<file path="config.mk">
export PLATFORM = sky130hd
export DESIGN_NAME = packet_magic_number_detect_flat
export DESIGN_NICKNAME = d
export VERILOG_FILES = /design/src/design/pmnd_pkg.sv /design/src/design/pmnd_pkt_if.sv /design/src/design/pmnd_res_if.sv /design/src/design/pmnd_sig_match.sv /design/src/design/pmnd_in_reg.sv /design/src/design/pmnd_tracker.sv /design/src/design/packet_magic_number_detect.sv /design/src/flat_wrapper.sv
export VERILOG_INCLUDE_DIRS = /design/src /design/src/design
export SDC_FILE = /design/constraint.sdc
export NUM_CORES = 1
export LEC_CHECK = 0
export ABC_CLOCK_PERIOD_IN_PS = 3240
export BUFFER_PORTS_ARGS = -buffer_cell sky130_fd_sc_hd__buf_2
export CORE_UTILIZATION = 48
export CTS_CLUSTER_DIAMETER = 50
export DETAILED_ROUTE_END_ITERATION = 7
export GPL_ROUTABILITY_DRIVEN = 0
export PLACE_DENSITY = 0.66
export SLEW_MARGIN = 10
export SYNTH_ARGS = -nofsm -noshare
export SYNTH_HDL_FRONTEND = slang
export SYNTH_SLANG_ARGS = --single-unit
export TNS_END_PERCENT = 100
</file>
<file path="constraint.sdc">
create_clock -name clk -period 3.24 [get_ports clk]
set_clock_uncertainty 0.15 [all_clocks]
set_input_delay 0.972 -clock clk [delete_from_list [all_inputs] [get_ports clk]]
set_output_delay 0.972 -clock clk [all_outputs]
set_load 0.05 [all_outputs]
</file>
<file path="src/design/packet_magic_number_detect_defines.svh">
// Assertion macros for the packet magic number detector.
// Included by the modules that carry concurrent checks; no other dependencies.
// Define NO_ASSERTIONS to compile the checks out.
`ifndef PACKET_MAGIC_NUMBER_DETECT_DEFINES_SVH
`define PACKET_MAGIC_NUMBER_DETECT_DEFINES_SVH

`ifndef NO_ASSERTIONS

`define PMND_ASSERT_SAME(label, clk, rst_n, ante, cons) \
    label: assert property (@(posedge clk) disable iff (!rst_n) (ante) |-> (cons)) \
        else $error("pmnd check failed");

`define PMND_ASSERT_NEXT(label, clk, rst_n, ante, cons) \
    label: assert property (@(posedge clk) disable iff (!rst_n) (ante) |=> (cons)) \
        else $error("pmnd check failed");

`else

`define PMND_ASSERT_SAME(label, clk, rst_n, ante, cons)

`define PMND_ASSERT_NEXT(label, clk, rst_n, ante, cons)

`endif

`endif

</file>
<file path="src/design/pmnd_pkg.sv">
// Shared types, signature table and kind codes for the magic number detector.
// No dependencies.
`timescale 1ns / 1ps
`default_nettype none

package pmnd_pkg;

    localparam int ByteW    = 8;
    localparam int KindW    = 4;
    localparam int KindCount = 11;
    localparam int SigCount = 13;

    localparam logic [KindW-1:0] KIND_NONE   = 4'd0;
    localparam logic [KindW-1:0] KIND_GIF    = 4'd1;
    localparam logic [KindW-1:0] KIND_JPEG   = 4'd2;
    localparam logic [KindW-1:0] KIND_PNG    = 4'd3;
    localparam logic [KindW-1:0] KIND_PDF    = 4'd4;
    localparam logic [KindW-1:0] KIND_ZIP    = 4'd5;
    localparam logic [KindW-1:0] KIND_BMP    = 4'd6;
    localparam logic [KindW-1:0] KIND_OFFICE = 4'd7;
    localparam logic [KindW-1:0] KIND_CLASS  = 4'd8;
    localparam logic [KindW-1:0] KIND_ELF    = 4'd9;
    localparam logic [KindW-1:0] KIND_TIFF   = 4'd10;
    localparam logic [KindW-1:0] KIND_MPEG   = 4'd11;

    localparam logic [15:0] BMP_SIG = 16'h424D;

    localparam logic [31:0] SigWord [SigCount] = '{
        32'h47494638, 32'hFFD8FFE0, 32'hFFD8FFDB, 32'h89504E47, 32'h25504446,
        32'h504B0304, 32'hD0CF11E0, 32'hCAFEBABE, 32'h7F454C46, 32'h49492A00,
        32'h4D4D002A, 32'h000001BA, 32'h000001B3
    };

    localparam logic [KindW-1:0] SigKind [SigCount] = '{
        KIND_GIF, KIND_JPEG, KIND_JPEG, KIND_PNG, KIND_PDF,
        KIND_ZIP, KIND_OFFICE, KIND_CLASS, KIND_ELF, KIND_TIFF,
        KIND_TIFF, KIND_MPEG, KIND_MPEG
    };

    typedef struct packed {
        logic             valid;
        logic [ByteW-1:0] data_byte;
        logic             end_of_packet;
    } beat_t;

    typedef logic [KindCount-1:0] kind_mask_t;

    // lowest set kind wins
    function automatic logic [KindW-1:0] first_kind(input kind_mask_t found);
        logic [KindW-1:0] k;
        k = KIND_NONE;
        for (int i = KindCount - 1; i >= 0; i--)
        begin
            if (found[i])
            begin
                k = KindW'(i + 1);
            end
        end
        return k;
    endfunction

endpackage

`default_nettype wire

</file>
<file path="src/design/pmnd_pkt_if.sv">
// Input channel: one packet byte per beat with an end-of-packet flag.
// Depends on pmnd_pkg.
`timescale 1ns / 1ps
`default_nettype none

interface pmnd_pkt_if;
    logic                       valid;
    logic                       ready;
    logic [pmnd_pkg::ByteW-1:0] data_byte;
    logic                       end_of_packet;

    modport source (output valid, output data_byte, output end_of_packet, input ready);
    modport sink   (input valid, input data_byte, input end_of_packet, output ready);
endinterface

`default_nettype wire

</file>
<file path="src/design/pmnd_res_if.sv">
// Result channel: one file kind per packet.
// Depends on pmnd_pkg.
`timescale 1ns / 1ps
`default_nettype none

interface pmnd_res_if;
    logic                       valid;
    logic                       ready;
    logic [pmnd_pkg::KindW-1:0] file_kind;

    modport source (output valid, output file_kind, input ready);
    modport sink   (input valid, input file_kind, output ready);
endinterface

`default_nettype wire

</file>
<file path="src/design/pmnd_sig_match.sv">
// Window compare against the fixed signature table.
// Depends on pmnd_pkg.
`timescale 1ns / 1ps
`default_nettype none

module pmnd_sig_match (
    input  wire logic [23:0]                recent,
    input  wire logic [1:0]                 seen,
    input  wire logic [pmnd_pkg::ByteW-1:0] data_byte,
    output pmnd_pkg::kind_mask_t            hits
);

    logic [31:0] window;
    logic        full_window;
    logic        bmp_window;

    assign window      = {recent, data_byte};
    assign full_window = (seen == 2'd3);
    assign bmp_window  = (seen != 2'd0);

    always_comb
    begin
        hits = '0;
        for (int i = 0; i < pmnd_pkg::SigCount; i++)
        begin
            if (full_window && window == pmnd_pkg::SigWord[i])
            begin
                hits[pmnd_pkg::SigKind[i] - 4'd1] = 1'b1;
            end
        end
        if (bmp_window && window[15:0] == pmnd_pkg::BMP_SIG)
        begin
            hits[pmnd_pkg::KIND_BMP - 4'd1] = 1'b1;
        end
    end

endmodule

`default_nettype wire

</file>
<file path="src/design/pmnd_in_reg.sv">
// Input register stage for packet bytes.
// Depends on pmnd_pkg and pmnd_pkt_if.
`timescale 1ns / 1ps
`default_nettype none

module pmnd_in_reg (
    input  wire logic     clk,
    input  wire logic     rst_n,
    pmnd_pkt_if.sink      pkt,
    input  wire logic     take,
    output pmnd_pkg::beat_t beat
);

    logic                       valid_reg;
    logic                       valid_next;
    logic [pmnd_pkg::ByteW-1:0] byte_reg;
    logic                       eop_reg;
    logic                       load;

    assign pkt.ready  = !valid_reg || take;
    assign load       = pkt.valid && pkt.ready;
    assign valid_next = load || (valid_reg && !take);

    always_ff @(posedge clk or negedge rst_n)
    begin
        if (!rst_n)
        begin
            valid_reg <= 1'b0;
        end
        else
        begin
            valid_reg <= valid_next;
        end
    end

    always_ff @(posedge clk)
    begin
        if (load)
        begin
            byte_reg <= pkt.data_byte;
            eop_reg  <= pkt.end_of_packet;
        end
    end

    assign beat.valid         = valid_reg;
    assign beat.data_byte     = byte_reg;
    assign beat.end_of_packet = eop_reg;

endmodule

`default_nettype wire

</file>
<file path="src/design/pmnd_tracker.sv">
// Per-packet byte history, found flags and result register.
// Depends on pmnd_pkg, pmnd_res_if, pmnd_sig_match and the assertion macros.
`timescale 1ns / 1ps
`default_nettype none
`include "packet_magic_number_detect_defines.svh"

module pmnd_tracker (
    input  wire logic      clk,
    input  wire logic      rst_n,
    input  pmnd_pkg::beat_t beat,
    output logic           take,
    pmnd_res_if.source     res
);

    logic [23:0]                recent_reg;
    logic [23:0]                recent_next;
    logic [1:0]                 seen_reg;
    logic [1:0]                 seen_next;
    pmnd_pkg::kind_mask_t       found_reg;
    pmnd_pkg::kind_mask_t       found_next;
    pmnd_pkg::kind_mask_t       hits;
    pmnd_pkg::kind_mask_t       found_all;
    logic                       out_valid_reg;
    logic                       out_valid_next;
    logic [pmnd_pkg::KindW-1:0] kind_reg;
    logic                       out_free;
    logic                       finish;

    pmnd_sig_match u_match (
        .recent    (recent_reg),
        .seen      (seen_reg),
        .data_byte (beat.data_byte),
        .hits      (hits)
    );

    assign out_free  = !out_valid_reg || res.ready;
    assign take      = beat.valid && (!beat.end_of_packet || out_free);
    assign finish    = take && beat.end_of_packet;
    assign found_all = found_reg | hits;

    always_comb
    begin
        recent_next = recent_reg;
        seen_next   = seen_reg;
        found_next  = found_reg;
        if (finish)
        begin
            recent_next = '0;
            seen_next   = '0;
            found_next  = '0;
        end
        else if (take)
        begin
            recent_next = {recent_reg[15:0], beat.data_byte};
            seen_next   = (seen_reg == 2'd3) ? seen_reg : seen_reg + 2'd1;
            found_next  = found_all;
        end
    end

    assign out_valid_next = finish || (out_valid_reg && !res.ready);

    always_ff @(posedge clk or negedge rst_n)
    begin
        if (!rst_n)
        begin
            recent_reg    <= '0;
            seen_reg      <= '0;
            found_reg     <= '0;
            out_valid_reg <= 1'b0;
        end
        else
        begin
            recent_reg    <= recent_next;
            seen_reg      <= seen_next;
            found_reg     <= found_next;
            out_valid_reg <= out_valid_next;
        end
    end

    always_ff @(posedge clk)
    begin
        if (finish)
        begin
            kind_reg <= pmnd_pkg::first_kind(found_all);
        end
    end

    assign res.valid     = out_valid_reg;
    assign res.file_kind = kind_reg;

    `PMND_ASSERT_SAME(a_kind_range, clk, rst_n, out_valid_reg,
        kind_reg <= pmnd_pkg::KIND_MPEG)
    `PMND_ASSERT_NEXT(a_clear_after_eop, clk, rst_n, finish,
        seen_reg == 2'd0 && found_reg == '0 && recent_reg == '0)
    `PMND_ASSERT_NEXT(a_seen_count, clk, rst_n, take && !finish && seen_reg != 2'd3,
        seen_reg == $past(seen_reg) + 2'd1)
    `PMND_ASSERT_NEXT(a_no_spurious_result, clk, rst_n, !out_valid_reg && !finish,
        !out_valid_reg)
    `PMND_ASSERT_SAME(a_eop_waits_on_full, clk, rst_n,
        beat.valid && beat.end_of_packet && out_valid_reg && !res.ready, !take)

endmodule

`default_nettype wire

</file>
<file path="src/design/packet_magic_number_detect.sv">
// Packet magic number detector: one byte per beat, one file kind per packet.
// The result for a packet is registered: its last byte passes the input register, then the tracker loads the result.
// Throughput: one byte per cycle unless stalled; the next packet streams on while a result waits.
// A held result stalls input only when the next last byte reaches the input register.
// Reset (rst_n low, asynchronous) clears history, found flags and both valid flags.
`timescale 1ns / 1ps
`default_nettype none

module packet_magic_number_detect (
    input  wire logic  clk,
    input  wire logic  rst_n,
    pmnd_pkt_if.sink   pkt,
    pmnd_res_if.source res
);

    pmnd_pkg::beat_t beat;
    logic            take;

    pmnd_in_reg u_in_reg (
        .clk   (clk),
        .rst_n (rst_n),
        .pkt   (pkt),
        .take  (take),
        .beat  (beat)
    );

    pmnd_tracker u_tracker (
        .clk   (clk),
        .rst_n (rst_n),
        .beat  (beat),
        .take  (take),
        .res   (res)
    );

endmodule

`default_nettype wire

</file>
<file path="src/flat_wrapper.sv">
// flat-port wrapper written by rule: the top's interface ports become plain ports
module packet_magic_number_detect_flat 
  (clk, rst_n, pkt_valid, pkt_data_byte, pkt_end_of_packet, pkt_ready, res_valid, res_file_kind, res_ready);
  pmnd_pkt_if pkt_i ();
  pmnd_res_if res_i ();
  input  wire logic clk;
  input  wire logic rst_n;
  input wire logic [$bits(pkt_i.valid)-1:0] pkt_valid;
  input wire logic [$bits(pkt_i.data_byte)-1:0] pkt_data_byte;
  input wire logic [$bits(pkt_i.end_of_packet)-1:0] pkt_end_of_packet;
  output wire logic [$bits(pkt_i.ready)-1:0] pkt_ready;
  output wire logic [$bits(res_i.valid)-1:0] res_valid;
  output wire logic [$bits(res_i.file_kind)-1:0] res_file_kind;
  input wire logic [$bits(res_i.ready)-1:0] res_ready;
  assign pkt_i.valid = pkt_valid;
  assign pkt_i.data_byte = pkt_data_byte;
  assign pkt_i.end_of_packet = pkt_end_of_packet;
  assign pkt_ready = pkt_i.ready;
  assign res_valid = res_i.valid;
  assign res_file_kind = res_i.file_kind;
  assign res_i.ready = res_ready;
  packet_magic_number_detect u_core (.clk(clk), .rst_n(rst_n), .pkt(pkt_i), .res(res_i));
endmodule
</file>
==> results of run 1 <==
==> synthesized netlist by cell type (all sizes together), types with 3 or more instances <==
cell type	instances	area [um2]
buf	4	41.29
nand2b	3	18.77
and4	7	65.06
nor4bb	8	80.08
nor2	10	37.54
and3	5	32.53
nor3b	5	37.54
nor3	7	40.04
nand4	10	62.56
a21oi	5	25.02
nand2	69	259.0
nor4	6	37.54
nand4b	4	35.03
nor4b	5	58.80
nor2b	3	18.77
edfxtp	13	390.4
or4	3	26.27
dfrtp	39	975.9
a21o	3	22.52
inv	6	22.52
o21ai	13	68.82
clkbuf	12	46.29
nand3	29	145.1
a41oi	4	35.03
==> where the power goes <==
part / internal [mW] / switching [mW] / total (mW)
sequential: 0.719 / 0.0846 / 0.803
combinational: 0.0692 / 0.111 / 0.180
clock: 0.174 / 0.207 / 0.381
total: 0.962 / 0.403 / 1.36
==> how the worst max path moves through the flow <==
stage          startpoint   endpoint  slack (ns)  cells past startpoint
2_1_floorplan   res_ready  pkt_ready        0.56                      2
3_3_place_gp    res_ready  pkt_ready        0.51                      4
3_5_place_dp    res_ready  pkt_ready        0.50                      4
4_1_cts         res_ready  pkt_ready        0.50                      4
5_1_grt         res_ready  pkt_ready        0.40                      4
6_report        res_ready  pkt_ready        0.51                      4
==> routing by layer <==
metal | track usage | up-vias | part of all wire
met5 | 0 | - | 0
met3 | 0.03908 | 20 | 0.070
met4 | 0.1018 | 0 | 0.024
met2 | 0.3897 | 120 | 0.45
met1 | 0.3378 | 1198 | 0.46
li1 | - | 1155 | -
==> critical path, stage by stage <==
cell	delay (ns)
buf_2	0.10
nor2b_1	0.17
nand3_1	0.13
buf_2	0.23
==> cell families (layout without fill, tap and decap cells) <==
group | count (synthesis) | after routing
compound gates | 37 | 37
simple gates | 188 | 188
buf+inv | 23 | 36
fa+ha+maj | 2 | 2
mux | 2 | 2
flops | 52 | 52
xor+xnor | 1 | 1
==> cell type report <==
| class | instances | area [um2] | area share |
|---|---|---|---|
| Multi-Input combinational cell | 230 | 1393 | 0.4519 |
| Clock inverter | 1 | 7.507 | 0.002436 |
| Inverter | 7 | 26.28 | 0.008526 |
| Tap cell | 72 | 90.09 | 0.02923 |
| Timing Repair Buffer | 21 | 112.6 | 0.03654 |
| Clock buffer | 7 | 86.33 | 0.02801 |
| Sequential cell | 52 | 1366 | 0.4434 |
==> through the flow <==
| stage | cells | util |
|---|---|---|
| after global routing | 390 | 0.5462 |
| after CTS | 390 | 0.5462 |
| after global placement | 382 | 0.5296 |
| after detailed placement | 382 | 0.5296 |
| final | 390 | 0.5462 |
| after floorplan | 305 | - |
==> layout by cell type (no fill, tap or decap), types with 3 or more instances in the layout <==
| cell type | instances |
|---|---|
| nand4_1 | 10 |
| inv_1 | 6 |
| a41oi_1 | 4 |
| nand2_1 | 69 |
| nand2b_1 | 3 |
| nor4bb_1 | 8 |
| nor3_1 | 6 |
| buf_2 | 18 |
| buf_4 | 3 |
| nor4b_1 | 4 |
| and3_1 | 4 |
| nor2_1 | 10 |
| a21o_1 | 3 |
| and4_1 | 5 |
| o21ai_0 | 12 |
| clkbuf_8 | 6 |
| nor2b_1 | 3 |
| edfxtp_1 | 13 |
| nor3b_1 | 5 |
| nand4b_1 | 4 |
| nand3_1 | 29 |
| nor4_1 | 6 |
| dfrtp_1 | 39 |
| a21oi_1 | 5 |
==> flow_metrics.env, run 1 <==
export IMPL_r2r_start="u_core.u_tracker.seen_reg[1]"
export IMPL_status="complete, no violations"
export IMPL_core_area_um2=5642
export IMPL_finalInstanceArea_um2=3082
export IMPL_cts_resized_gates=0
export IMPL_worst_skew_pair_late_latency_ns=0.31
export IMPL_post_dp_cell_area_um2=2988
export IMPL_drtPass1Iterations=5
export IMPL_holdPathStages=2
export IMPL_drtIter0Drc=294
export IMPL_cts_sinks=52
export IMPL_wire_per_inst_um=17.92
export IMPL_finalMaxSlewViolations=0
export IMPL_core_rowCount=27
export IMPL_io_pin_count=19
export IMPL_period_needed_ns=2.730
export IMPL_track_usage=0.2471
export IMPL_synth_nets=320
export IMPL_cts_clk_slew_worst_paths_ns=0.09
export IMPL_avgSynthCellArea_um2=9.419
export IMPL_fillCellCount=507
export IMPL_path_class="in2out"
export IMPL_worst_slack_ns=0.5096
export IMPL_ant_nets=0
export IMPL_slew_headroom=0.4203
export IMPL_clockBufferDepth=2
export IMPL_synth_simple_gate_area_share=0.3706
export IMPL_hold_buffers=0
export IMPL_ir_drop_mv=0.2626
export IMPL_endpoint_kind="output pin"
export IMPL_largest_reg_flops=24
export IMPL_r2r_end="u_core.u_tracker.res.file_kind[1]"
export IMPL_grt_max_degree=40
export IMPL_worstPathArrival_ns=1.61
export IMPL_area_growth_pct=7.274
export IMPL_ys_seq_area_frac=0.4756
export IMPL_synthFlopType="dfrtp_1"
export IMPL_drive_gt1_frac=0.1384
export IMPL_muxShareOfSynthArea=0.007404
export IMPL_synth_edff_count=13
export IMPL_ys_seq_elements=52
export IMPL_cp_required_ns=2.12
export IMPL_dieHeight_um=79.36
export IMPL_p_leak_nw=1.321
export IMPL_worst_slew_pin_slew_ns=0.8696
export IMPL_hold_path_class="reg2reg"
export IMPL_rsz0062_at_grt="false"
export IMPL_grt_pass1_vias=2339
export IMPL_finalCritPeriodShare=0.8427
export IMPL_drc=0
export IMPL_hold_end="u_core.u_tracker.found_reg[8]"
export IMPL_powerDensity_nw_per_um2=442.7
export IMPL_cap_viol_max_count=0
export IMPL_initial_core_util=0.5092
export IMPL_yosys_warnings=0
export IMPL_hpwl_um=4877
export IMPL_die_x_um=79.36
export IMPL_numCtsBuffers=5
export IMPL_synth_top_family_by_area="simple AND/OR/NAND/NOR gates"
export IMPL_grt_overflow_total=0
export IMPL_reg2reg_slack_ns=0.60
export IMPL_via_per_inst=6.392
export IMPL_final_nets=332
export IMPL_place_ws_ns=0.5014
export IMPL_r2r_cells=6
export IMPL_antenna_found_initial=0
export IMPL_diodes=0
export IMPL_post_cts_setup_buffers=0
export IMPL_port_buffers=18
export IMPL_synthXorXnorAreaFrac=0.003049
export IMPL_ys_types=57
export IMPL_wl_um=6989
export IMPL_setup_viol=0
export IMPL_finalHoldViolCount=0
export IMPL_fmax_mhz=366.2
export IMPL_num_vias=2493
export IMPL_cts_max_level=2
export IMPL_path_max_fanout=3
export IMPL_synth_compound_area_frac=0.09495
export IMPL_clock_root_buffer="clkbuf_8"
export IMPL_synthArstFlopShare=0.7500
export IMPL_grt_pass1_wl_um=11770
export IMPL_synthAdderAreaFrac=0.008711
export IMPL_total_power_mw=1.364
export IMPL_dieArea_um2=6298
export IMPL_syn_area_um2=2873
export IMPL_setup_tns_final_ns=0
export IMPL_worstHoldStart="u_core.u_tracker.found_reg[8]"
export IMPL_cts_tree="done"
export IMPL_startpoint_type="primary input"
export IMPL_syn_instance_count=305
export IMPL_hold_slack_ns=0.3502
No activity file was read; power rests on OpenSTA's default activity.
==> run 2, diff against run 1 <==
--- a/config.mk
+++ b/config.mk
@@ -6,13 +6,14 @@
 export SDC_FILE = /design/constraint.sdc
 export NUM_CORES = 1
 export LEC_CHECK = 0
-export ABC_CLOCK_PERIOD_IN_PS = 3240
+export ABC_AREA = 1
+export ABC_CLOCK_PERIOD_IN_PS = 2220
 export BUFFER_PORTS_ARGS = -buffer_cell sky130_fd_sc_hd__buf_2
 export CORE_UTILIZATION = 48
 export CTS_CLUSTER_DIAMETER = 50
 export DETAILED_ROUTE_END_ITERATION = 7
 export GPL_ROUTABILITY_DRIVEN = 0
-export PLACE_DENSITY = 0.66
+export PLACE_DENSITY = 0.68
 export SLEW_MARGIN = 10
 export SYNTH_ARGS = -nofsm -noshare
 export SYNTH_HDL_FRONTEND = slang
==> constraint.sdc (replaced) <==
create_clock -name clk -period 2.22 [get_ports clk]
set_clock_uncertainty 0.15 [all_clocks]
set_input_delay 0.666 -clock clk [delete_from_list [all_inputs] [get_ports clk]]
set_output_delay 0.666 -clock clk [all_outputs]
set_load 0.05 [all_outputs]
==> run 2 against run 1 <==
Against the previous run:
- sequential power increased by 42%
- die area decreased by 1.5%
- register-to-register slack got worse by 0.53 ns
- via count increased by 1.8%
- clock-buffer cell count decreased by 1
- clock power increased by 39%
- critical path type is now reg2reg
- critical endpoint is now u_core.u_tracker.res.file_kind[3]
- highest routed layer unchanged
==> flow_metrics.env, run 2 <==
export IMPL_ys_types=29
export IMPL_track_usage=0.2568
export IMPL_grt_overflow_total=0
export IMPL_wire_per_inst_um=15.58
export IMPL_drive_gt1_frac=0.2037
export IMPL_ys_seq_elements=52
export IMPL_dieHeight_um=78.76
export IMPL_io_pin_count=19
export IMPL_hold_path_class="in2async"
export IMPL_finalHoldViolCount=0
export IMPL_powerDensity_nw_per_um2=654.6
export IMPL_port_buffers=18
export IMPL_slew_headroom=0.6564
export IMPL_p_leak_nw=1.374
export IMPL_status="complete, no violations"
export IMPL_cp_required_ns=2.14
export IMPL_fmax_mhz=465.3
export IMPL_crit_path_frequent_cell="inv_1"
export IMPL_yosys_area_top_type="dfrtp_1"
export IMPL_synthFlopType="dfrtp_1"
export IMPL_cts_sinks=52
export IMPL_fin_cells=450
export IMPL_wl_um=7009
export IMPL_crit_chain="inv_1, nor2_4, inv_1, nor4_1, a41oi_1, nand2_1, nor2_1"
export IMPL_total_power_mw=2.071
export IMPL_drc=0
export IMPL_final_util=0.5640
export IMPL_largest_reg_flops=24
export IMPL_num_vias=2537
export IMPL_syn_area_um2=2828
export IMPL_dp_cells=441
export IMPL_grt_pass1_vias=2461
export IMPL_synthTopCellsByArea="dfrtp_1 35%, edfxtp_1 14%, nand2_1 10%"
export IMPL_path_max_fanout=4
export IMPL_grt_pass1_wl_um=11940
export IMPL_clockBufferDepth=2
export IMPL_finalCritPeriodShare=0.9682
export IMPL_fillCellCount=536
export IMPL_worstPathArrival_ns=2.07
export IMPL_yosysTopAreaCellShare=0.3451
export IMPL_netlist_top_cells_count="75 x nand2_1, 41 x inv_1, 39 x dfrtp_1, 39 x nor2_1, 23 x nand3_1"
export IMPL_ir_drop_mv=0.4028
export IMPL_synth_edff_count=13
export IMPL_drtIter0Drc=312
export IMPL_hpwl_um=5401
export IMPL_antenna_found_initial=0
export IMPL_period_needed_ns=2.149
export IMPL_startpoint_type="register"
export IMPL_dieArea_um2=6202
export IMPL_post_dp_cell_area_um2=3038
export IMPL_crit_slowest_cell="nor4_1"
export IMPL_numCtsBuffers=5
export IMPL_yosys_warnings=0
export IMPL_endpoint_kind="register"
export IMPL_crit_family="simple AND/OR/NAND/NOR gates"
export IMPL_slowest_delay_ns=0.43
export IMPL_avgSynthCellArea_um2=7.988
export IMPL_initial_core_util=0.5042
export IMPL_diodes=0
export IMPL_synth_nets=369
export IMPL_syn_instance_count=354
export IMPL_worst_skew_pair_late_latency_ns=0.31
export IMPL_finalInstanceArea_um2=3163
export IMPL_die_x_um=78.76
export IMPL_path_class="reg2reg"
export IMPL_cts_max_level=2
export IMPL_core_rowCount=27
export IMPL_layout_commonest_cell="nand2_1"
export IMPL_ys_seq_area_frac=0.4832
export IMPL_synthArstFlopShare=0.7500
export IMPL_ant_nets=0
export IMPL_clock_root_buffer="clkbuf_8"
export IMPL_final_nets=392
export IMPL_area_growth_pct=11.86
export IMPL_layout_common_cells="74 x nand2_1, 41 x inv_1, 38 x dfrtp_1"
export IMPL_cap_viol_max_count=0
export IMPL_drtPass1Iterations=6
export IMPL_cts_tree="done"
export IMPL_worst_slew_pin_slew_ns=0.5088
export IMPL_setup_viol=0
export IMPL_cp_buffers_inverters=2
export IMPL_core_area_um2=5608
export IMPL_cts_clk_slew_worst_paths_ns=0.09
export IMPL_grt_max_degree=33
export IMPL_rsz0062_at_grt="true"
export IMPL_synth_most_common_cell="nand2_1"
export IMPL_hold_buffers=0
export IMPL_via_per_inst=5.638
export IMPL_finalMaxSlewViolations=0
==> run 2: changes by cell type after synthesis, moves of 5 or more <==
cell | previous run | this run
and4_1 | 5 | 0
clkbuf_1 | 11 | 6
inv_1 | 6 | 41
inv_2 | 0 | 12
nand2_1 | 69 | 75
nand3_1 | 29 | 23
nor2_1 | 10 | 39
nor2_2 | 0 | 12
nor3b_1 | 5 | 0
nor4bb_1 | 8 | 0
o21ai_0 | 12 | 17
o22ai_1 | 0 | 22
==> run 2: cells by family (layout without fill, tap and decap cells) <==
logic type / after synthesis / in the layout / synth area share
AO/OA/AOI/OAI: 50 / 50 / 0.1088
adder cells (fa/ha/maj): 2 / 2 / 0.008848
buffers and inverters: 62 / 86 / 0.08318
flip-flops: 52 / 52 / 0.4832
AND/OR/NAND/NOR: 188 / 188 / 0.3159
==> run 2: area by class of cell <==
cell class	instances	area, um2	area share
repair buffers	24	160.2	0.05063
multi-input cells	240	1254	0.3964
inverters	54	202.7	0.06408
clock inverters	2	16.27	0.005142
well taps	72	90.09	0.02848
flip-flops and latches	52	1368	0.4324
clock buffers	6	72.57	0.02294
==> run 2: per-stage QoR <==
| stage | setup TNS, ns | hold slack [ns] | worst slack, ns |
|---|---|---|---|
| after floorplan | 0 | 0.2204 | 0.1474 |
| final | 0 | 0.1291 | 0.07067 |
| after global placement | 0 | 0.3239 | 0.09450 |
| after CTS | 0 | 0.1363 | 0.09686 |
| after detailed placement | 0 | 0.3390 | 0.1310 |
| after global routing | -0.07427 | 0.1377 | -0.04328 |
==> run 2: final timing paths <==
kind / start / endpoint / slack, ns / cells past startpoint
max in group asynchronous: rst_n / u_core.u_tracker.found_reg[1] / 1.33 / 2
hold reg to reg: u_core.u_tracker.found_reg[10] / u_core.u_tracker.found_reg[10] / 0.36 / 2
hold / removal: rst_n / u_core.u_tracker.recent_reg[8] / 0.13 / 1
min in group clk: u_core.u_tracker.found_reg[10] / u_core.u_tracker.found_reg[10] / 0.36 / 2
setup reg to reg: u_core.u_tracker.recent_reg[1] / u_core.u_tracker.res.file_kind[3] / 0.07 / 7
setup / recovery: u_core.u_tracker.recent_reg[1] / u_core.u_tracker.res.file_kind[3] / 0.07 / 7
==> run 2: layer usage <==
metal  vias up  part of all wire  track usage
met2       147              0.43       0.3843
met1      1123              0.45       0.3431
met4         0             0.041       0.1407
met3        41             0.082      0.06092
li1       1226                 -            -
met5         -                 0            0
==> run 2: repair_timing <==
action	in CTS	in global routing
resized for setup	0	9
hold endpoints to repair	0	0
setup endpoints to repair	0	4
buffers inserted	0	1
==> run 2: where the power goes <==
| part | total, mW | internal (mW) | leakage, nW | switching [mW] |
|---|---|---|---|---|
| Combinational | 0.401 | 0.123 | 0.683 | 0.278 |
| Clock | 0.531 | 0.225 | 0.0414 | 0.306 |
| Sequential | 1.14 | 1.05 | 0.650 | 0.0842 |
| Total | 2.07 | 1.40 | 1.37 | 0.669 |
